==> config.mk <==
export PLATFORM = sky130hd
export DESIGN_NAME = periodic_wakeup_latency_monitor_top
export DESIGN_NICKNAME = d
export VERILOG_FILES = /design/src/hdl/pwlm_pkg.sv /design/src/hdl/pwlm_front.sv /design/src/hdl/pwlm_back.sv /design/src/hdl/periodic_wakeup_latency_monitor_top.sv
export SDC_FILE = /design/constraint.sdc
export NUM_CORES = 2
export LEC_CHECK = 0
export BUFFER_PORTS_ARGS = -buffer_cell sky130_fd_sc_hd__buf_4
export CORE_MARGIN = 8
export CORE_UTILIZATION = 40
export DETAILED_ROUTE_END_ITERATION = 6
export GPL_TIMING_DRIVEN = 1
export PLACE_DENSITY_LB_ADDON = 0.08
export SLEW_MARGIN = 20
export SYNTH_ARGS = -nofsm -noshare
export SYNTH_HDL_FRONTEND = slang
export SYNTH_HIERARCHICAL = 1
export SYNTH_SLANG_ARGS = --single-unit
==> constraint.sdc <==
create_clock -name i_clk -period 20.7 [get_ports i_clk]
set_input_delay 3.105 -clock i_clk [delete_from_list [all_inputs] [get_ports i_clk]]
set_output_delay 3.105 -clock i_clk [all_outputs]
set_load 0.02 [all_outputs]
==> src/hdl/pwlm_pkg.sv <==
// Shared types, constants and codes for the periodic wakeup latency monitor.
`timescale 1ns / 1ps
`default_nettype none

package pwlm_pkg;

    // Field widths
    localparam int NOW_W       = 63;
    localparam int LAT_W       = 64;
    localparam int IV_W        = 30;
    localparam int CNT_W       = 32;
    localparam int CFG_IDX_W   = 2;
    localparam int CFG_DATA_W  = 64;

    // Remainder unit: one dividend bit per cycle
    localparam int DIV_STEPS   = NOW_W;
    localparam int DIV_CNT_W   = $clog2(DIV_STEPS);

    // Constants
    localparam logic [NOW_W-1:0] NS_PER_SEC        = 63'd1000000000;
    localparam logic [IV_W-1:0]  RESET_INTERVAL_NS = 30'd100000;
    localparam logic [NOW_W-1:0] RESET_RUN_NS      = 63'd1000000000;
    localparam logic [NOW_W-1:0] SUM_MAX           = {NOW_W{1'b1}};
    localparam logic [CNT_W-1:0] COUNT_MAX         = {CNT_W{1'b1}};

    // Configuration register indexes
    typedef enum logic [CFG_IDX_W-1:0] {
        CFG_INTERVAL   = 2'd0,
        CFG_RUN_LENGTH = 2'd1
    } t_cfg_idx;

    // Item classes
    typedef enum logic {
        OP_START = 1'b0,
        OP_WAKE  = 1'b1
    } t_op;

    // Engine states
    typedef enum logic [2:0] {
        ST_IDLE = 3'd0,
        ST_LAT  = 3'd1,
        ST_EVAL = 3'd2,
        ST_DIV  = 3'd3,
        ST_FIX  = 3'd4
    } t_state;

    typedef struct packed {
        logic             func;
        logic [NOW_W-1:0] now_ns;
    } t_in_item;

    typedef struct packed {
        logic signed [LAT_W-1:0] latency_ns;
        logic                    counted;
        logic [NOW_W-1:0]        min_latency_ns;
        logic [NOW_W-1:0]        max_latency_ns;
        logic [NOW_W-1:0]        latency_sum_ns;
        logic [CNT_W-1:0]        sample_count;
        logic                    finished;
    } t_out_item;

    // Classified item held in the queue between front and back
    typedef struct packed {
        t_op              op;
        logic [NOW_W-1:0] now_ns;
    } t_q_item;

    typedef struct packed {
        logic [IV_W-1:0]  interval_ns;
        logic [NOW_W-1:0] run_length_ns;
    } t_cfg;

endpackage

`default_nettype wire

==> src/hdl/pwlm_front.sv <==
// Front end: accepts input items, classifies them, and queues them for the engine.
`timescale 1ns / 1ps
`default_nettype none

module pwlm_front (
    input  wire                 i_clk,
    input  wire                 i_rst_n,
    input  wire                 i_valid,
    output logic                o_ready,
    input  pwlm_pkg::t_in_item  i_data,
    output logic                o_q_valid,
    output pwlm_pkg::t_q_item   o_q_item,
    input  wire                 i_q_pop
);

    // Two-entry queue
    pwlm_pkg::t_q_item r_mem [2];
    logic              r_wptr;
    logic              r_rptr;
    logic [1:0]        r_count;
    logic [1:0]        n_count;
    logic              push;
    pwlm_pkg::t_q_item cls_item;

    assign o_ready   = (r_count != 2'd2);
    assign push      = i_valid && o_ready;
    assign o_q_valid = (r_count != 2'd0);
    assign o_q_item  = r_mem[r_rptr];

    // Classify the function code
    always_comb begin
        cls_item.op     = i_data.func ? pwlm_pkg::OP_WAKE : pwlm_pkg::OP_START;
        cls_item.now_ns = i_data.now_ns;
    end

    always_comb begin
        n_count = r_count;
        if (push && !i_q_pop) begin
            n_count = r_count + 2'd1;
        end else if (!push && i_q_pop) begin
            n_count = r_count - 2'd1;
        end
    end

    // Queue storage
    always_ff @(posedge i_clk) begin
        if (push) begin
            r_mem[r_wptr] <= cls_item;
        end
    end

    // Queue pointers
    always_ff @(posedge i_clk) begin
        if (!i_rst_n) begin
            r_wptr  <= 1'b0;
            r_rptr  <= 1'b0;
            r_count <= 2'd0;
        end else begin
            if (push) begin
                r_wptr <= ~r_wptr;
            end
            if (i_q_pop) begin
                r_rptr <= ~r_rptr;
            end
            r_count <= n_count;
        end
    end

    a_no_pop_empty: assert property (@(posedge i_clk) disable iff (!i_rst_n)
        i_q_pop |-> r_count != 2'd0)
        else $error("pop from empty queue");

endmodule

`default_nettype wire

==> src/hdl/pwlm_back.sv <==
// Back end: latency, statistics, deadline catch-up and the result register.
`timescale 1ns / 1ps
`default_nettype none

module pwlm_back (
    input  wire                 i_clk,
    input  wire                 i_rst_n,
    input  pwlm_pkg::t_cfg      i_cfg,
    input  wire                 i_q_valid,
    input  pwlm_pkg::t_q_item   i_q_item,
    output logic                o_q_pop,
    output logic                o_valid,
    input  wire                 i_ready,
    output pwlm_pkg::t_out_item o_data
);

    pwlm_pkg::t_state r_state;
    pwlm_pkg::t_state n_state;

    // Current item
    pwlm_pkg::t_op                  r_op;
    logic [pwlm_pkg::NOW_W-1:0]     r_now;

    // Measurement state
    logic [pwlm_pkg::LAT_W-1:0]     r_deadline;
    logic [pwlm_pkg::LAT_W-1:0]     r_stop;
    logic [pwlm_pkg::NOW_W-1:0]     r_lowest;
    logic [pwlm_pkg::NOW_W-1:0]     r_highest;
    logic [pwlm_pkg::NOW_W-1:0]     r_total;
    logic [pwlm_pkg::CNT_W-1:0]     r_samples;
    logic                           r_done;

    // Latency stage
    logic [pwlm_pkg::LAT_W-1:0]     r_lat;
    logic                           r_ge;
    logic                           r_gt;
    logic                           r_fin;

    // Remainder unit
    logic [pwlm_pkg::IV_W-1:0]      r_rem;
    logic [pwlm_pkg::NOW_W-1:0]     r_dvd;
    logic [pwlm_pkg::DIV_CNT_W-1:0] r_cnt;
    logic [pwlm_pkg::IV_W:0]        rem_sh;
    logic [pwlm_pkg::IV_W:0]        rem_diff;

    // Result slot and output register
    pwlm_pkg::t_out_item            r_res;
    logic                           r_pend;
    pwlm_pkg::t_out_item            r_out;
    logic                           r_out_valid;
    logic                           move;

    // Control
    logic                           div_last;
    logic                           catchup_go;
    logic [pwlm_pkg::IV_W-1:0]      iv_eff;
    logic [pwlm_pkg::LAT_W-1:0]     now_ext;

    // Next statistics for a live wakeup
    logic [pwlm_pkg::NOW_W-1:0]     n_lowest;
    logic [pwlm_pkg::NOW_W-1:0]     n_highest;
    logic [pwlm_pkg::NOW_W-1:0]     n_total;
    logic [pwlm_pkg::CNT_W-1:0]     n_samples;
    logic [pwlm_pkg::LAT_W-1:0]     sum_ext;

    assign iv_eff   = (i_cfg.interval_ns == '0) ? pwlm_pkg::IV_W'(1) : i_cfg.interval_ns;
    assign now_ext  = {1'b0, r_now};
    assign div_last = (r_cnt == pwlm_pkg::DIV_CNT_W'(pwlm_pkg::DIV_STEPS - 1));
    assign catchup_go = (r_op == pwlm_pkg::OP_WAKE) && !r_done && !r_fin && r_gt;
    assign move     = r_pend && (!r_out_valid || i_ready);

    assign o_valid  = r_out_valid;
    assign o_data   = r_out;

    // Next state
    always_comb begin
        n_state = r_state;
        case (r_state)
            pwlm_pkg::ST_IDLE: begin
                if (i_q_valid && !r_pend) begin
                    n_state = pwlm_pkg::ST_LAT;
                end
            end
            pwlm_pkg::ST_LAT: begin
                n_state = pwlm_pkg::ST_EVAL;
            end
            pwlm_pkg::ST_EVAL: begin
                n_state = catchup_go ? pwlm_pkg::ST_DIV : pwlm_pkg::ST_IDLE;
            end
            pwlm_pkg::ST_DIV: begin
                if (div_last) begin
                    n_state = pwlm_pkg::ST_FIX;
                end
            end
            pwlm_pkg::ST_FIX: begin
                n_state = pwlm_pkg::ST_IDLE;
            end
            default: begin
                n_state = pwlm_pkg::ST_IDLE;
            end
        endcase
    end

    // State outputs
    always_comb begin
        o_q_pop = 1'b0;
        case (r_state)
            pwlm_pkg::ST_IDLE: begin
                o_q_pop = i_q_valid && !r_pend;
            end
            default: begin
                o_q_pop = 1'b0;
            end
        endcase
    end

    always_ff @(posedge i_clk) begin
        if (!i_rst_n) begin
            r_state <= pwlm_pkg::ST_IDLE;
        end else begin
            r_state <= n_state;
        end
    end

    // Statistics update for a wakeup that is still measuring
    always_comb begin
        sum_ext   = {1'b0, r_total} + {1'b0, r_lat[pwlm_pkg::NOW_W-1:0]};
        n_lowest  = r_lowest;
        n_highest = r_highest;
        n_total   = r_total;
        n_samples = r_samples;
        if (r_ge) begin
            if (r_lat[pwlm_pkg::NOW_W-1:0] < r_lowest) begin
                n_lowest = r_lat[pwlm_pkg::NOW_W-1:0];
            end
            if (r_lat[pwlm_pkg::NOW_W-1:0] > r_highest) begin
                n_highest = r_lat[pwlm_pkg::NOW_W-1:0];
            end
            n_total = sum_ext[pwlm_pkg::LAT_W-1] ? pwlm_pkg::SUM_MAX
                                                 : sum_ext[pwlm_pkg::NOW_W-1:0];
            if (r_samples != pwlm_pkg::COUNT_MAX) begin
                n_samples = r_samples + pwlm_pkg::CNT_W'(1);
            end
        end
    end

    // Remainder step: shift in one dividend bit, subtract when it fits
    always_comb begin
        rem_sh   = {r_rem, r_dvd[pwlm_pkg::NOW_W-1]};
        rem_diff = rem_sh - {1'b0, iv_eff};
    end

    // Item capture, latency stage and remainder unit
    always_ff @(posedge i_clk) begin
        if (o_q_pop) begin
            r_op  <= i_q_item.op;
            r_now <= i_q_item.now_ns;
        end
        if (r_state == pwlm_pkg::ST_LAT) begin
            r_lat <= now_ext - r_deadline;
            r_ge  <= now_ext >= r_deadline;
            r_gt  <= now_ext > r_deadline;
            r_fin <= now_ext >= r_stop;
        end
        if (r_state == pwlm_pkg::ST_EVAL) begin
            r_rem <= '0;
            r_dvd <= r_lat[pwlm_pkg::NOW_W-1:0] - pwlm_pkg::NOW_W'(1);
            r_cnt <= '0;
        end else if (r_state == pwlm_pkg::ST_DIV) begin
            r_rem <= (rem_sh >= {1'b0, iv_eff}) ? rem_diff[pwlm_pkg::IV_W-1:0]
                                                 : rem_sh[pwlm_pkg::IV_W-1:0];
            r_dvd <= {r_dvd[pwlm_pkg::NOW_W-2:0], 1'b0};
            r_cnt <= r_cnt + pwlm_pkg::DIV_CNT_W'(1);
        end
    end

    // Measurement state
    always_ff @(posedge i_clk) begin
        if (!i_rst_n) begin
            r_deadline <= '0;
            r_stop     <= '0;
            r_lowest   <= pwlm_pkg::NS_PER_SEC;
            r_highest  <= '0;
            r_total    <= '0;
            r_samples  <= '0;
            r_done     <= 1'b0;
        end else if (r_state == pwlm_pkg::ST_EVAL) begin
            if (r_op == pwlm_pkg::OP_START) begin
                r_stop     <= now_ext + {1'b0, i_cfg.run_length_ns};
                r_deadline <= now_ext + {{(pwlm_pkg::LAT_W - pwlm_pkg::IV_W){1'b0}},
                                         i_cfg.interval_ns};
                r_lowest   <= pwlm_pkg::NS_PER_SEC;
                r_highest  <= '0;
                r_total    <= '0;
                r_samples  <= '0;
                r_done     <= 1'b0;
            end else if (!r_done) begin
                r_lowest  <= n_lowest;
                r_highest <= n_highest;
                r_total   <= n_total;
                r_samples <= n_samples;
                if (r_fin) begin
                    r_done <= 1'b1;
                end else if (!r_gt) begin
                    r_deadline <= r_deadline + {{(pwlm_pkg::LAT_W - pwlm_pkg::IV_W){1'b0}},
                                                iv_eff};
                end
            end
        end else if (r_state == pwlm_pkg::ST_FIX) begin
            // Next deadline: now - 1 - ((now - deadline - 1) mod iv) + iv
            r_deadline <= now_ext - pwlm_pkg::LAT_W'(1)
                          - {{(pwlm_pkg::LAT_W - pwlm_pkg::IV_W){1'b0}}, r_rem}
                          + {{(pwlm_pkg::LAT_W - pwlm_pkg::IV_W){1'b0}}, iv_eff};
        end
    end

    // Result slot, filled when the item is evaluated
    always_ff @(posedge i_clk) begin
        if (r_state == pwlm_pkg::ST_EVAL) begin
            if (r_op == pwlm_pkg::OP_START) begin
                r_res.latency_ns     <= '0;
                r_res.counted        <= 1'b0;
                r_res.min_latency_ns <= pwlm_pkg::NS_PER_SEC;
                r_res.max_latency_ns <= '0;
                r_res.latency_sum_ns <= '0;
                r_res.sample_count   <= '0;
                r_res.finished       <= 1'b0;
            end else if (r_done) begin
                r_res.latency_ns     <= '0;
                r_res.counted        <= 1'b0;
                r_res.min_latency_ns <= r_lowest;
                r_res.max_latency_ns <= r_highest;
                r_res.latency_sum_ns <= r_total;
                r_res.sample_count   <= r_samples;
                r_res.finished       <= 1'b1;
            end else begin
                r_res.latency_ns     <= r_lat;
                r_res.counted        <= r_ge;
                r_res.min_latency_ns <= n_lowest;
                r_res.max_latency_ns <= n_highest;
                r_res.latency_sum_ns <= n_total;
                r_res.sample_count   <= n_samples;
                r_res.finished       <= r_fin;
            end
        end
        if (move) begin
            r_out <= r_res;
        end
    end

    // Result handshake control
    always_ff @(posedge i_clk) begin
        if (!i_rst_n) begin
            r_pend      <= 1'b0;
            r_out_valid <= 1'b0;
        end else begin
            if (r_state == pwlm_pkg::ST_EVAL) begin
                r_pend <= 1'b1;
            end else if (move) begin
                r_pend <= 1'b0;
            end
            if (move) begin
                r_out_valid <= 1'b1;
            end else if (i_ready) begin
                r_out_valid <= 1'b0;
            end
        end
    end

    a_slot_free: assert property (@(posedge i_clk) disable iff (!i_rst_n)
        r_state == pwlm_pkg::ST_EVAL |-> !r_pend)
        else $error("result slot overwritten");

    a_div_len: assert property (@(posedge i_clk) disable iff (!i_rst_n)
        (r_state == pwlm_pkg::ST_DIV && div_last) |=> r_state == pwlm_pkg::ST_FIX)
        else $error("remainder unit did not finish");

    a_start_clears: assert property (@(posedge i_clk) disable iff (!i_rst_n)
        (r_state == pwlm_pkg::ST_EVAL && r_op == pwlm_pkg::OP_START)
        |=> (!r_done && r_samples == '0 && r_total == '0))
        else $error("start did not clear statistics");

    a_min_bound: assert property (@(posedge i_clk) disable iff (!i_rst_n)
        r_lowest <= pwlm_pkg::NS_PER_SEC)
        else $error("minimum above initial value");

endmodule

`default_nettype wire

==> src/hdl/periodic_wakeup_latency_monitor_top.sv <==
// Top level: configuration registers, front end queue and measurement engine.
`timescale 1ns / 1ps
`default_nettype none

// Periodic wakeup latency monitor. A start item (func 0) arms a measurement
// window at now_ns; each wakeup item (func 1) returns now minus the expected
// deadline and the running min/max/sum/count, until the stop time is reached.
// Items are worked one at a time: a start, an ignored wakeup, or a wakeup
// at or before its deadline or at or past the stop time passes the latency
// and evaluate states; a late wakeup before the stop time then also runs
// the deadline catch-up, a bit-serial remainder unit over the 63-bit
// lateness, one bit per cycle, and a fix-up state. A two-entry queue takes
// items while the engine works, and a result slot plus output register let
// one result wait on the consumer without stalling the engine.
// Write interval_ns and run_length_ns only while no item is in flight.

module periodic_wakeup_latency_monitor_top (
    input  wire                                i_clk,
    input  wire                                i_rst_n,
    input  wire                                i_valid,
    output logic                               o_ready,
    input  pwlm_pkg::t_in_item                 i_data,
    output logic                               o_valid,
    input  wire                                i_ready,
    output pwlm_pkg::t_out_item                o_data,
    input  wire                                i_cfg_valid,
    output logic                               o_cfg_ready,
    input  wire [pwlm_pkg::CFG_IDX_W-1:0]      i_cfg_index,
    input  wire [pwlm_pkg::CFG_DATA_W-1:0]     i_cfg_data
);

    logic [pwlm_pkg::IV_W-1:0]  r_interval;
    logic [pwlm_pkg::NOW_W-1:0] r_run_length;
    pwlm_pkg::t_cfg             cfg;
    logic                       q_valid;
    logic                       q_pop;
    pwlm_pkg::t_q_item          q_item;

    assign o_cfg_ready     = 1'b1;
    assign cfg.interval_ns   = r_interval;
    assign cfg.run_length_ns = r_run_length;

    // Configuration registers
    always_ff @(posedge i_clk) begin
        if (!i_rst_n) begin
            r_interval   <= pwlm_pkg::RESET_INTERVAL_NS;
            r_run_length <= pwlm_pkg::RESET_RUN_NS;
        end else if (i_cfg_valid) begin
            case (i_cfg_index)
                pwlm_pkg::CFG_INTERVAL: begin
                    r_interval <= i_cfg_data[pwlm_pkg::IV_W-1:0];
                end
                pwlm_pkg::CFG_RUN_LENGTH: begin
                    r_run_length <= i_cfg_data[pwlm_pkg::NOW_W-1:0];
                end
                default: begin
                end
            endcase
        end
    end

    pwlm_front u_front (
        .i_clk     (i_clk),
        .i_rst_n   (i_rst_n),
        .i_valid   (i_valid),
        .o_ready   (o_ready),
        .i_data    (i_data),
        .o_q_valid (q_valid),
        .o_q_item  (q_item),
        .i_q_pop   (q_pop)
    );

    pwlm_back u_back (
        .i_clk     (i_clk),
        .i_rst_n   (i_rst_n),
        .i_cfg     (cfg),
        .i_q_valid (q_valid),
        .i_q_item  (q_item),
        .o_q_pop   (q_pop),
        .o_valid   (o_valid),
        .i_ready   (i_ready),
        .o_data    (o_data)
    );

endmodule

`default_nettype wire

==> run_results.csv <==
group,metric,value,unit
outcome,status,"completed",
logic_synthesis,synthDistinctLibCells,109,
timing,worstMarginPinSlew,1.01,ns
logic_synthesis,syn-cell-area,79700,sq um
timing,fin_crit_sh,0.322,
logic_synthesis,syn_nets,8893,
placed_design,dp_hpwl,175000,microns
power_and_ir_drop,p_leak,0.0348,uW
global_route,grt_pass1_wl,354000,microns
logic_synthesis,ys_seq_area_frac,0.461,
drt,drt_iter0_drc,4254,
die,die_h,462,microns
die,coreArea,198000,sq um
clock_tree,hold_buffers,0,
logic_synthesis,yosysWarnings,6,
logic_synthesis,synthCells,8155,
finish,final_common_cell,"edfxtp_1",
timing,rsz0062_at_grt,"false",
timing,min_period,6.66,ns
placed_design,port_buffers,422,
clock_tree,h-tree-depth,4,
timing,setup_viol,0,
global_route,antenna_found_initial,2,
logic_synthesis,synth_edf_count,896,
power_and_ir_drop,power,13100,uW
power_and_ir_drop,ir_worst_vdd,105,uV
power_and_ir_drop,power_density,145,nW/um^2
finish,seq_area,36700,sq um
finish,fillers,18700,
logic_synthesis,synth-seq-cells,1385,
timing,hold_viol,0,
logic_synthesis,synth_top_area_cell,"edfxtp_1",
critical_path,cp-start-kind,"input port",
logic_synthesis,synth_area_leaders,"edfxtp_1 (34%), dfxtp_1 (12%), ha_1 (8.9%)",
finish,final_nets,9113,
clock_tree,cts_max_path_buffers,3,
critical_path,worstPathArrival,7.09,ns
timing,drv_slew,0,
finish,final_cell_mix,"edfxtp_1 (896), nand2_1 (866), a21oi_1 (630)",
clock_tree,insertion_delay,0.82,ns
drt,drc,0,
die,die-area,214000,sq um
global_route,track_usage,0.210,
clock_tree,ctsResizeCount,0,
drt,drt-total-wl,233000,microns
drt,vias,60700,
clock_tree,cts.clk_slew.worst_paths,0.06,ns
clock_tree,post-cts-setup-buffer-count,0,
clock_tree,cts_sinks,1385,
logic_synthesis,synthArstFlopShare,0,
global_route,grt_pass1_vias,59800,
timing,maxSlewHeadroom,0.312,
drt,dr.pass1.iters,6,
die,die_width,462,microns
drt,viasPerCell,5.44,
placed_design,place.gp.congestion,0.892,
timing,fmax,150,MHz
timing,clock_skew,0.0448,ns
die,ios,425,
critical_path,crit_required,21.13,ns
finish,multi_input_area,39200,sq um
job,drv_cap,0,
global_route,gr-total-overflow,0,
drt,wl_per_cell,20.9,microns
drt,ant_nets,0,
worst_hold_path,hold_class,"reg2reg",
logic_synthesis,synth-main-ff-cell,"edfxtp_1",
critical_path,cp-end-kind,"flip-flop",
global_route,grt_max_degree,165,
logic_synthesis,synth.avg_cell_area,9.77,sq um
critical_path,criticalPathCategory,"in2reg",
die,start_util,0.403,
timing,tns,0,ns
logic_synthesis,synth_top_area_share,0.338,
finish,drive_gt1_frac,0.111,
die,rows,163,
clock_tree,cts_tree,"done",
finish,synthToLayoutAreaGrowth,13.5,%
clock_tree,numCtsBuffers,157,
clock_tree,cts_root_buf,"clkbuf_16",
critical_path,path_max_fanout,65,
==> per-stage QoR <==
stage / std cells / instance area [sq um] / utilization / hold slack (ns) / setup slack (ns)
after floorplan: 8155 / 79700 / - / 0.400 / 3.91
after global placement: 10900 / 85100 / 0.430 / 0.401 / 13.19
after detailed placement: 10900 / 85100 / 0.430 / 0.405 / 13.14
after CTS: 11100 / 90400 / 0.457 / 0.415 / 14.04
after global routing: 11100 / 90400 / 0.457 / 0.422 / 13.71
final: 11200 / 90400 / 0.457 / 0.413 / 14.04
==> worst max-delay path: stages <==
cell and delay [ns]:
buf_4 0.08, nor2b_1 0.08, nor2b_4 0.11, buf_4 0.61
buf_4 0.58, buf_4 0.73, buf_4 0.77, buf_4 0.72
==> synth_stat cells, types with 143 or more instances <==
master    count
edfxtp_1    896
nand2_1     868
a21oi_1     631
o21ai_0     594
ha_1        566
inv_1       531
dfxtp_1     489
nor2_1      409
clkbuf_1    350
xnor2_1     280
a21o_1      276
nand3_1     203
mux2i_1     143
==> kinds of logic after synthesis <==
group / after synthesis / share of synthesized area
xor gates and xnor gates: 420 / 0.0462
muxes: 207 / 0.0270
buffers and inverters: 980 / 0.0491
DFF: 1385 / 0.461
and+or+nand+nor: 2291 / 0.138
adders and majority gates: 603 / 0.0982
other: 1 / 0.0000471
AOI/OAI and AO/OA: 2268 / 0.181
==> report_power, final <==
group          switching (uW)  internal (uW)  leakage [uW]  total, uW
combinational            3760           2350        0.0200       6100
clock                    1180           1680       0.00259       2860
sequential                626           3550        0.0122       4180
==> flip-flops by register name, summed over array words and instances (netlist names), 2 cells and up, named ones only <==
name / cells
u_back/r_deadline: 64
u_back/r_stop: 64
u_back/r_res: 287
r_run_length: 63
u_back/r_cnt: 6
u_back/r_now: 63
r_interval: 30
u_back/r_dvd: 63
u_back/o_data: 287
u_back/r_lowest: 63
u_front/r_mem: 128
u_back/r_total: 63
u_back/r_state: 3
u_back/r_lat: 64
u_front/r_count: 2
u_back/r_samples: 32
u_back/r_rem: 30
u_back/r_highest: 63
==> routing by layer <==
metal,global-route usage,share of wire,up-vias
li1,-,-,29900
met1,0.295,0.48,29000
met2,0.339,0.45,1409
met3,0.0267,0.044,332
met4,0.0620,0.028,0
met5,0,0,-
==> path summary, 6_finish.rpt <==
path	from	end	slack, ns	cells after the start
hold / removal	u_back/r_res[4]$_SDFFCE_PN0P_	u_back/o_data[4]$_DFFE_PP_	0.41	0
setup / recovery	i_ready	u_back/o_data[89]$_DFFE_PP_	14.04	8
hold reg to reg	u_back/r_res[4]$_SDFFCE_PN0P_	u_back/o_data[4]$_DFFE_PP_	0.41	0
setup reg to reg	r_interval[22]$_SDFFE_PN0P_	u_back/r_deadline[61]$_SDFFE_PN0P_	14.96	21
==> final cells by class <==
type | count | share of cell area
tap | 2640 | 0.0366
sequential | 1385 | 0.406
timing repair buffer | 508 | 0.0427
multi-input combinational | 5790 | 0.434
antenna | 1 | 0.0000277
inverter | 533 | 0.0223
clock inverter | 92 | 0.0122
clock buffer | 201 | 0.0466
No activity file was read; power rests on OpenSTA's default activity.
